==> src/hw/rtl/uart_dual_ring_buffer_top_macros.svh <==
// Assertion helpers for the buffered UART front end.
`ifndef UART_DUAL_RING_BUFFER_TOP_MACROS_SVH
`define UART_DUAL_RING_BUFFER_TOP_MACROS_SVH

`ifndef SYNTHESIS

// The expression must never be true outside reset.
`define UDRB_ASSERT_NEVER(lbl, clk, rst_n, expr, msg) \
    lbl: assert property (@(posedge clk) disable iff (!(rst_n)) !(expr)) else $error(msg);

// The consequent must hold in the cycle after the antecedent.
`define UDRB_ASSERT_NEXT(lbl, clk, rst_n, ante, cons, msg) \
    lbl: assert property (@(posedge clk) disable iff (!(rst_n)) (ante) |=> (cons)) \
        else $error(msg);

`else

`define UDRB_ASSERT_NEVER(lbl, clk, rst_n, expr, msg)
`define UDRB_ASSERT_NEXT(lbl, clk, rst_n, ante, cons, msg)

`endif

`endif

==> src/hw/rtl/udrb_pkg.sv <==
package udrb_pkg;

    // Buffer geometry.
    localparam int DEPTH  = 128;
    localparam int PTR_W  = $clog2(DEPTH);
    localparam int LVL_W  = $clog2(DEPTH + 1);
    localparam int FILL_W = 8;

    // Event codes carried in tuser.
    typedef enum logic [1:0] {
        CMD_LINE_RX    = 2'd0,
        CMD_HOST_READ  = 2'd1,
        CMD_HOST_WRITE = 2'd2,
        CMD_TX_READY   = 2'd3
    } t_cmd;

    // Result status codes.
    typedef enum logic [1:0] {
        STAT_OK          = 2'd0,
        STAT_RX_EMPTY    = 2'd1,
        STAT_TX_FULL     = 2'd2,
        STAT_RX_OVERFLOW = 2'd3
    } t_status;

    // Status of one ring buffer as seen by the control logic.
    typedef struct packed {
        logic             full;
        logic             empty;
        logic [LVL_W-1:0] level;
    } t_ring_stat;

    // Control for one ring buffer.
    typedef struct packed {
        logic push;
        logic pop;
    } t_ring_ctrl;

endpackage

==> src/hw/rtl/uart_dual_ring_buffer_top.sv <==
// Path: each event result is registered in the pending stage and then in the output
// stage, which drives m_axis; a stalled output holds the pending stage.
// Throughput: one event per cycle while results are taken; memory reads use the
// registered read port of each ring, so an event waits only while both stages are full.
// Reset: synchronous, active low; clears pointers, fill counts, the interrupt
// enable and both valid stages. Buffer contents are left as they are.
module uart_dual_ring_buffer_top (
    input  logic        i_clk,
    input  logic        i_rst_n,
    input  logic        s_axis_tvalid,
    output logic        s_axis_tready,
    input  logic [7:0]  s_axis_tdata,   // [7:0] data_byte
    input  logic [1:0]  s_axis_tuser,   // [1:0] command
    output logic        m_axis_tvalid,
    input  logic        m_axis_tready,
    output logic [39:0] m_axis_tdata    // [1:0] status, [9:2] read_data, [10] send_valid,
                                        // [18:11] send_data, [19] ready_irq_enable,
                                        // [27:20] rx_fill, [35:28] tx_fill, [39:36] zero
);
    `include "uart_dual_ring_buffer_top_macros.svh"
    import udrb_pkg::*;

    t_cmd       cmd;
    logic       in_xfer;
    logic       pend_move;
    t_ring_ctrl rx_ctrl, tx_ctrl;
    t_ring_stat rx_stat, tx_stat;
    logic [7:0] rx_q, tx_q;

    logic             r_irq_on, n_irq_on;
    t_status          n_status;
    logic [LVL_W-1:0] n_rx_level, n_tx_level;

    // Pending stage: the event has been applied, read data is on its way.
    logic              r_pend;
    t_status           r_pend_status;
    logic              r_pend_rd;
    logic              r_pend_send;
    logic              r_pend_irq;
    logic [FILL_W-1:0] r_pend_rx_fill;
    logic [FILL_W-1:0] r_pend_tx_fill;

    // Output stage.
    logic        r_out_valid;
    logic [39:0] r_out_data;

    assign cmd           = t_cmd'(s_axis_tuser);
    assign pend_move     = r_pend && (!r_out_valid || m_axis_tready);
    assign s_axis_tready = !r_pend || pend_move;
    assign in_xfer       = s_axis_tvalid && s_axis_tready;

    // Decode the event against the buffer state.
    always_comb begin
        rx_ctrl    = '0;
        tx_ctrl    = '0;
        n_status   = STAT_OK;
        n_irq_on   = r_irq_on;
        n_rx_level = rx_stat.level;
        n_tx_level = tx_stat.level;
        case (cmd)
            CMD_LINE_RX: begin
                if (rx_stat.full) begin
                    n_status = STAT_RX_OVERFLOW;
                end else begin
                    rx_ctrl.push = in_xfer;
                    n_rx_level   = rx_stat.level + 1'b1;
                end
            end
            CMD_HOST_READ: begin
                if (rx_stat.empty) begin
                    n_status = STAT_RX_EMPTY;
                end else begin
                    rx_ctrl.pop = in_xfer;
                    n_rx_level  = rx_stat.level - 1'b1;
                end
            end
            CMD_HOST_WRITE: begin
                if (tx_stat.full) begin
                    n_status = STAT_TX_FULL;
                end else begin
                    tx_ctrl.push = in_xfer;
                    n_tx_level   = tx_stat.level + 1'b1;
                    n_irq_on     = 1'b1;
                end
            end
            CMD_TX_READY: begin
                if (tx_stat.empty) begin
                    n_irq_on = 1'b0;
                end else begin
                    tx_ctrl.pop = in_xfer;
                    n_tx_level  = tx_stat.level - 1'b1;
                end
            end
            default: begin
                n_status = STAT_OK;
            end
        endcase
    end

    udrb_ring u_rx_ring (
        .i_clk   (i_clk),
        .i_rst_n (i_rst_n),
        .i_ctrl  (rx_ctrl),
        .i_wdata (s_axis_tdata),
        .o_rdata (rx_q),
        .o_stat  (rx_stat)
    );

    udrb_ring u_tx_ring (
        .i_clk   (i_clk),
        .i_rst_n (i_rst_n),
        .i_ctrl  (tx_ctrl),
        .i_wdata (s_axis_tdata),
        .o_rdata (tx_q),
        .o_stat  (tx_stat)
    );

    // Control state.
    always_ff @(posedge i_clk) begin
        if (!i_rst_n) begin
            r_irq_on    <= 1'b0;
            r_pend      <= 1'b0;
            r_out_valid <= 1'b0;
        end else begin
            if (in_xfer) begin
                r_irq_on <= n_irq_on;
            end
            if (in_xfer) begin
                r_pend <= 1'b1;
            end else if (pend_move) begin
                r_pend <= 1'b0;
            end
            if (pend_move) begin
                r_out_valid <= 1'b1;
            end else if (m_axis_tready) begin
                r_out_valid <= 1'b0;
            end
        end
    end

    // Result payload; read bytes are taken from the ring read registers on the move.
    always_ff @(posedge i_clk) begin
        if (in_xfer) begin
            r_pend_status  <= n_status;
            r_pend_rd      <= rx_ctrl.pop;
            r_pend_send    <= tx_ctrl.pop;
            r_pend_irq     <= n_irq_on;
            r_pend_rx_fill <= FILL_W'(n_rx_level);
            r_pend_tx_fill <= FILL_W'(n_tx_level);
        end
        if (pend_move) begin
            r_out_data <= {4'd0,
                           r_pend_tx_fill,
                           r_pend_rx_fill,
                           r_pend_irq,
                           (r_pend_send ? tx_q : 8'd0),
                           r_pend_send,
                           (r_pend_rd ? rx_q : 8'd0),
                           r_pend_status};
        end
    end

    assign m_axis_tvalid = r_out_valid;
    assign m_axis_tdata  = r_out_data;

    `UDRB_ASSERT_NEVER(a_rx_full_and_empty, i_clk, i_rst_n, rx_stat.full && rx_stat.empty, "rx ring both full and empty")
    `UDRB_ASSERT_NEVER(a_tx_over_depth, i_clk, i_rst_n, tx_stat.level > LVL_W'(DEPTH), "tx level beyond depth")
    `UDRB_ASSERT_NEXT(a_write_sets_irq, i_clk, i_rst_n, tx_ctrl.push, r_irq_on && !tx_stat.empty, "accepted host write did not arm interrupt")

endmodule

==> src/hw/rtl/udrb_ring.sv <==
module udrb_ring (
    input  logic                  i_clk,
    input  logic                  i_rst_n,
    input  udrb_pkg::t_ring_ctrl  i_ctrl,
    input  logic [7:0]            i_wdata,
    output logic [7:0]            o_rdata,
    output udrb_pkg::t_ring_stat  o_stat
);
    import udrb_pkg::*;

    logic [7:0]       r_mem [DEPTH];
    logic [7:0]       r_rdata;
    logic [PTR_W-1:0] r_head, n_head;
    logic [PTR_W-1:0] r_tail, n_tail;
    logic [LVL_W-1:0] r_level, n_level;

    // Pointer and level update; the caller only pushes when not full and pops when not empty.
    always_comb begin
        n_head  = r_head;
        n_tail  = r_tail;
        n_level = r_level;
        if (i_ctrl.push) begin
            n_head  = (r_head == PTR_W'(DEPTH - 1)) ? '0 : r_head + 1'b1;
            n_level = r_level + 1'b1;
        end
        if (i_ctrl.pop) begin
            n_tail  = (r_tail == PTR_W'(DEPTH - 1)) ? '0 : r_tail + 1'b1;
            n_level = r_level - 1'b1;
        end
    end

    always_ff @(posedge i_clk) begin
        if (!i_rst_n) begin
            r_head  <= '0;
            r_tail  <= '0;
            r_level <= '0;
        end else begin
            r_head  <= n_head;
            r_tail  <= n_tail;
            r_level <= n_level;
        end
    end

    // Storage: one write port at the head, registered read at the tail.
    always_ff @(posedge i_clk) begin
        if (i_ctrl.push) begin
            r_mem[r_head] <= i_wdata;
        end
        if (i_ctrl.pop) begin
            r_rdata <= r_mem[r_tail];
        end
    end

    assign o_rdata      = r_rdata;
    assign o_stat.level = r_level;
    assign o_stat.empty = (r_level == '0);
    assign o_stat.full  = (r_level == LVL_W'(DEPTH));

endmodule

==> config.mk <==
export PLATFORM = sky130hd
export DESIGN_NAME = uart_dual_ring_buffer_top
export DESIGN_NICKNAME = d
export VERILOG_FILES = /design/src/hw/rtl/udrb_pkg.sv /design/src/hw/rtl/uart_dual_ring_buffer_top.sv /design/src/hw/rtl/udrb_ring.sv
export VERILOG_INCLUDE_DIRS = /design/src /design/src/hw/rtl
export SDC_FILE = /design/constraint.sdc
export NUM_CORES = 2
export LEC_CHECK = 0
export ABC_AREA = 1
export BUFFER_PORTS_ARGS = -buffer_cell sky130_fd_sc_hd__clkbuf_2
export CORE_MARGIN = 3
export CORE_UTILIZATION = 30
export DETAILED_ROUTE_END_ITERATION = 12
export REMOVE_ABC_BUFFERS = 1
export SLEW_MARGIN = 20
export SYNTH_ARGS = -nofsm -noshare
export SYNTH_HDL_FRONTEND = slang
export SYNTH_HIERARCHICAL = 1
export SYNTH_SLANG_ARGS = --single-unit
==> constraint.sdc <==
create_clock -name i_clk -period 8.3 [get_ports i_clk]
set_clock_uncertainty 0.2 [all_clocks]
set_input_delay 2.49 -clock i_clk [delete_from_list [all_inputs] [get_ports i_clk]]
set_output_delay 2.49 -clock i_clk [all_outputs]
set_load 0.1 [all_outputs]
# Yosys cells after proc, flatten, opt, wreduce, memory -nomap -nowiden
# Memory sizes are Yosys's and may differ from the RTL's. A register that Yosys moved wholly into a read port is not among the register bits.
# Cells that the tools add are included.
[classes]
muxes = 37
n_reduce_logical = 13
eq_ne = 9
n_addsub = 8
[ops]
columns = ["op", "count"]
rows = [
  ["$mux 8", 8],
  ["$pmux 8 s2", 2],
  ["$add 7x1->7 const B", 4],
  ["$eq 7x7->1 const B", 4],
  ["$mux 7", 4],
  ["$mux 1", 19],
  ["$add 8x1->8 const B", 2],
  ["$eq 8x8->1 const B", 2],
  ["$logic_not 8->1", 2],
  ["$sub 8x1->8 const B", 2],
  ["$reduce_bool 2->1", 4],
  ["$pmux 2 s3", 1],
  ["$eq 2x2->1 const B", 2],
  ["$mux 2", 2],
  ["$eq 2x1->1 const B", 1],
  ["$logic_and 1x1->1", 2],
  ["$logic_not 1->1", 2],
  ["$logic_not 2->1", 1],
  ["$logic_or 1x1->1", 2],
  ["$pmux 1 s2", 1],
]
[word_totals]
mem_count = 2
out_inout_bits = 42
ramBits = 2048
reg_bits = 104
[mem_list]
columns = ["name", "words", "width", "rd", "rd_clocked_by_memory_dff", "write_ports", "line", "text"]
rows = [
  ["u_rx_ring.r_mem", 128, 8, 1, 1, 1, "udrb_ring.sv:11", "logic [7:0] r_mem [DEPTH];"],
  ["u_tx_ring.r_mem", 128, 8, 1, 1, 1, "udrb_ring.sv:11", ""],
]

# Longest topological paths before layout
[logic_depth]
word_depth = 9
ltp_mapped = 16
ltp_nobuf = 16

# Modules after synthesis
# The synthesis kept the hierarchy.
[by_module_without_submodules]
columns = ["mod", "n_inst", "cells_per_inst", "area_per_inst_um2", "seq_area_each_um2"]
rows = [
  ["udrb_ring", 2, 4309, 44979.4, 31430.1],
  ["uart_dual_ring_buffer_top", 1, 291, 2793.9, 1771.7],
]

# Least setup slack after synthesis
# Ideal clock, no wire load.
[synth_timing]
path_type = "input -> output"
startpoint = "in m_axis_tready"
endpoint = "out s_axis_tready"
stages = 2
required_ns = 5.610
path_buffers = 0
setup_slack_ns = 2.291
t_arrival_ns = 3.319
path_cell_list = "inv_1 -> nand3_1"
[synth_via]
elab_chain_cells = 3
[synth_lines]
columns = ["element", "line", "text"]
rows = [
  ["start: declaration", "uart_dual_ring_buffer_top.sv:15", "input logic m_axis_tready,"],
  ["$logic_or 1x1->1", "uart_dual_ring_buffer_top.sv:48", "assign pend_move = r_pend && (!r_out_valid || m_axis_tready);"],
  ["$logic_and 1x1->1", "uart_dual_ring_buffer_top.sv:48", ""],
  ["$logic_or 1x1->1", "uart_dual_ring_buffer_top.sv:49", "assign s_axis_tready = !r_pend || pend_move;"],
  ["end: declaration", "uart_dual_ring_buffer_top.sv:11", "output logic s_axis_tready,"],
]
# No other way between the ends.

# Worst setup path after layout
# Same ends and word-level chain as after synthesis.

==> impl_metrics.toml <==
[run_status]
status = "completed"

[sta]
final_hold_viol_count = 0
period_share_pct = 71.12
drv_slew = 0
worst_pin_slew_ns = 1.182
setup_viol = 0
fin_setup_tns_ns = 0
max_slew_margin_pct = 21.00
rsz0062_at_grt = "false"
period_needed_ns = 5.903
clock.fmax_ghz = 0.1694

[drt]
num_vias = 61700
viasPerCell = 4.713
route.detailed.drc = 0
drt_iter0_drc = 6523
ant_nets = 0
routedWlPerCell_um = 19.15
detail_route.first_pass.iterations = 6
drt-total-wl_mm = 250.7

[layout]
layout-drive-gt1-share_pct = 5.283
area_growth_pct = 11.83
final_cells = 13092
final_util_pct = 33.81
nNetsFinal = 8855

[floorplan]
dieArea_mm2 = 0.3159
die_h_um = 562.0
start_util_pct = 30.23
rows = 203
num_io_pins = 56
die_w_um = 562.0
coreArea_mm2 = 0.3068

[global_route]
grt_max_degree = 223
gr-total-overflow = 0
antenna_found_initial = 7
grt_use_total_pct = 15.27
grt_pass1_vias = 58769
grt_first_pass_wirelength_mm = 370.2

[place]
place_inst = 12694
dp_hpwl_mm = 143.9
gp_congestion = 0.8481
port_buffers = 51

[clock_tree]
cts_setup_buffers = 0
htree_levels = 4
clk_latency_ns = 0.89
path_clk_slew_ns = 0.05
cts_sinks = 2168
postCtsHoldBufs = 0
cts_tree = "built"
clockRootBuffer = "clkbuf_16"
cts.path.max_buffers = 4
cts_made_buffers = 222
post_cts_resized = 0

[synth]
yosysWarnings = 6
synthCells = 8909
synth_flop_cell = "edfxtp_1"
synth-seq-area-share_pct = 69.68
synth_area_mm2 = 0.09275
synth_fa_ha_area_share_pct = 0.3130
async_reset_ff_share_pct = 0
yosys.area_share.simple_pct = 21.16
muxShareOfSynthArea_pct = 0
synth_edf_count = 2121
ys_seq_elements = 2168
synth_compound_gate_area_share_pct = 2.653
synth_top_family_by_area = "simple AND/OR/NAND/NOR gates"
ys_types = 38
synth_xor_area_share_pct = 0.1133
avgSynthCellArea_um2 = 10.41

[critical_path]
cp_max_fo = 3
cp-end-kind = "output pin"
start_kind = "input port"
cp.required_ns = 5.61
critical_path_class = "input port to output pin"
cp.arrival_ns = 3.21

[power]
ir_worst_vdd_mv = 0.1530
power.density_mw_per_mm2 = 223.6
finalPower_w = 0.02319
power.leakage_nw = 39.63

[min_path]
hold_class = "flop to flop"

[flow_run]
maxCapViolations = 0
-- layout make-up --
class                   instances  area [µm²]
diodes                          1       2.502
repair buffers                133        1159
clock inverters               127        1129
inverters                     880        3333
clock buffers                 269        5783
multi-input cells            5414       22540
flip-flops and latches       2168       64650
fillers                     30853      203100
well taps                    4100        5130
-- worst max-delay path, stage by stage --
cell and delay (ns):
clkbuf_2 0.07, inv_1 0.07, nand3_1 0.11, clkbuf_2 0.47
-- cell families after synthesis --
kind of cell,after synthesis
simple gates,4894
flops,2168
buf+inv,1330
compound gates,482
fa+ha+maj,22
xor+xnor,12
other cells,1
-- routing by layer --
metal | global-route usage, % | vias to the layer above | part of all wire [%]
met4 | 4.937 | 2 | 3.2
li1 | - | 29143 | -
met2 | 24.66 | 2399 | 47
met3 | 2.540 | 408 | 7.6
met1 | 20.92 | 29748 | 43
met5 | 0 | - | 0.0052
-- stage by stage --
stage / cell area, µm² / setup WS [ns] / hold WS, ns
3_5_place_dp: 96770 / 1.835 / 0.2051
4_1_cts: 103700 / 2.388 / 0.2217
6_report: 103700 / 2.397 / 0.2180
3_3_place_gp: 96770 / 1.819 / 0.2037
5_1_grt: 103700 / 2.352 / 0.2243
2_1_floorplan: 90430 / -14.01 / 0.2003
-- sequential cells by signal, summed over array words and instances (netlist names) --
| register | count |
|---|---|
| u_rx_ring/r_mem | 1024 |
| u_tx_ring/r_mem | 1024 |
| m_axis_tdata | 36 |
| r_pend_rx_fill | 8 |
| r_pend_tx_fill | 8 |
| u_rx_ring/o_rdata | 8 |
| u_rx_ring/r_level | 8 |
| u_tx_ring/o_rdata | 8 |
| u_tx_ring/r_level | 8 |
| u_rx_ring/r_head | 7 |
| u_rx_ring/r_tail | 7 |
| u_tx_ring/r_head | 7 |
| u_tx_ring/r_tail | 7 |
| r_pend_status | 2 |
| m_axis_tvalid | 1 |
| r_irq_on | 1 |
| r_pend | 1 |
| r_pend_irq | 1 |
| r_pend_rd | 1 |
| r_pend_send | 1 |
-- placed cells by master, fill, tap and decap left out, drive strengths merged, types with 3 or more instances in the layout --
cell type  synthesis  final
a21oi             52     52
and3               6      6
buf              328     90
bufinv             0     18
clkbuf           122    312
clkinv            12    106
clkinvlp           0      8
conb               1      4
dfxtp             47     47
edfxtp          2121   2121
ha                20     20
inv              868    875
nand2           2706   2706
nand3            893    893
nand4              5      5
nor2            1258   1258
nor3              12     12
nor4               4      4
o211ai             7      7
o21ai            413    413
o21bai             3      3
or2                4      4
xor2              10     10
-- power breakdown --
part | internal (W) | switching (W) | total [W] | leakage [nW]
combinational | 0.000331 | 0.00111 | 0.00145 | 16.8
sequential | 0.0121 | 0.0000648 | 0.0121 | 19.5
clock | 0.00550 | 0.00412 | 0.00962 | 3.37
total | 0.0179 | 0.00530 | 0.0232 | 39.6
-- worst paths after layout --
path | start | end | slack (ns) | depth (start not counted)
setup reg to reg | u_rx_ring/r_tail[0] | u_rx_ring/o_rdata[7] | 4.04 | 13
setup / recovery | m_axis_tready | s_axis_tready | 2.40 | 4
hold / removal | r_pend_tx_fill[5] | m_axis_tdata[33] | 0.22 | 0
hold reg to reg | r_pend_tx_fill[5] | m_axis_tdata[33] | 0.22 | 0
-- cells in the mapped netlist (38+ instances only) --
cell type / count / area, µm²
o21ai_1: 156 / 780.8
inv_1: 861 / 3232
buf_2: 204 / 1021
a21oi_1: 52 / 260.3
buf_4: 68 / 510.5
o21ai_0: 257 / 1286
nand3_1: 893 / 4469
clkbuf_1: 122 / 457.9
nand2_1: 2703 / 10150
buf_1: 38 / 142.6
dfxtp_1: 47 / 940.9
nor2_1: 1253 / 4703
edfxtp_1: 2121 / 63690
Note: power is estimated with default switching activity, not from simulation.
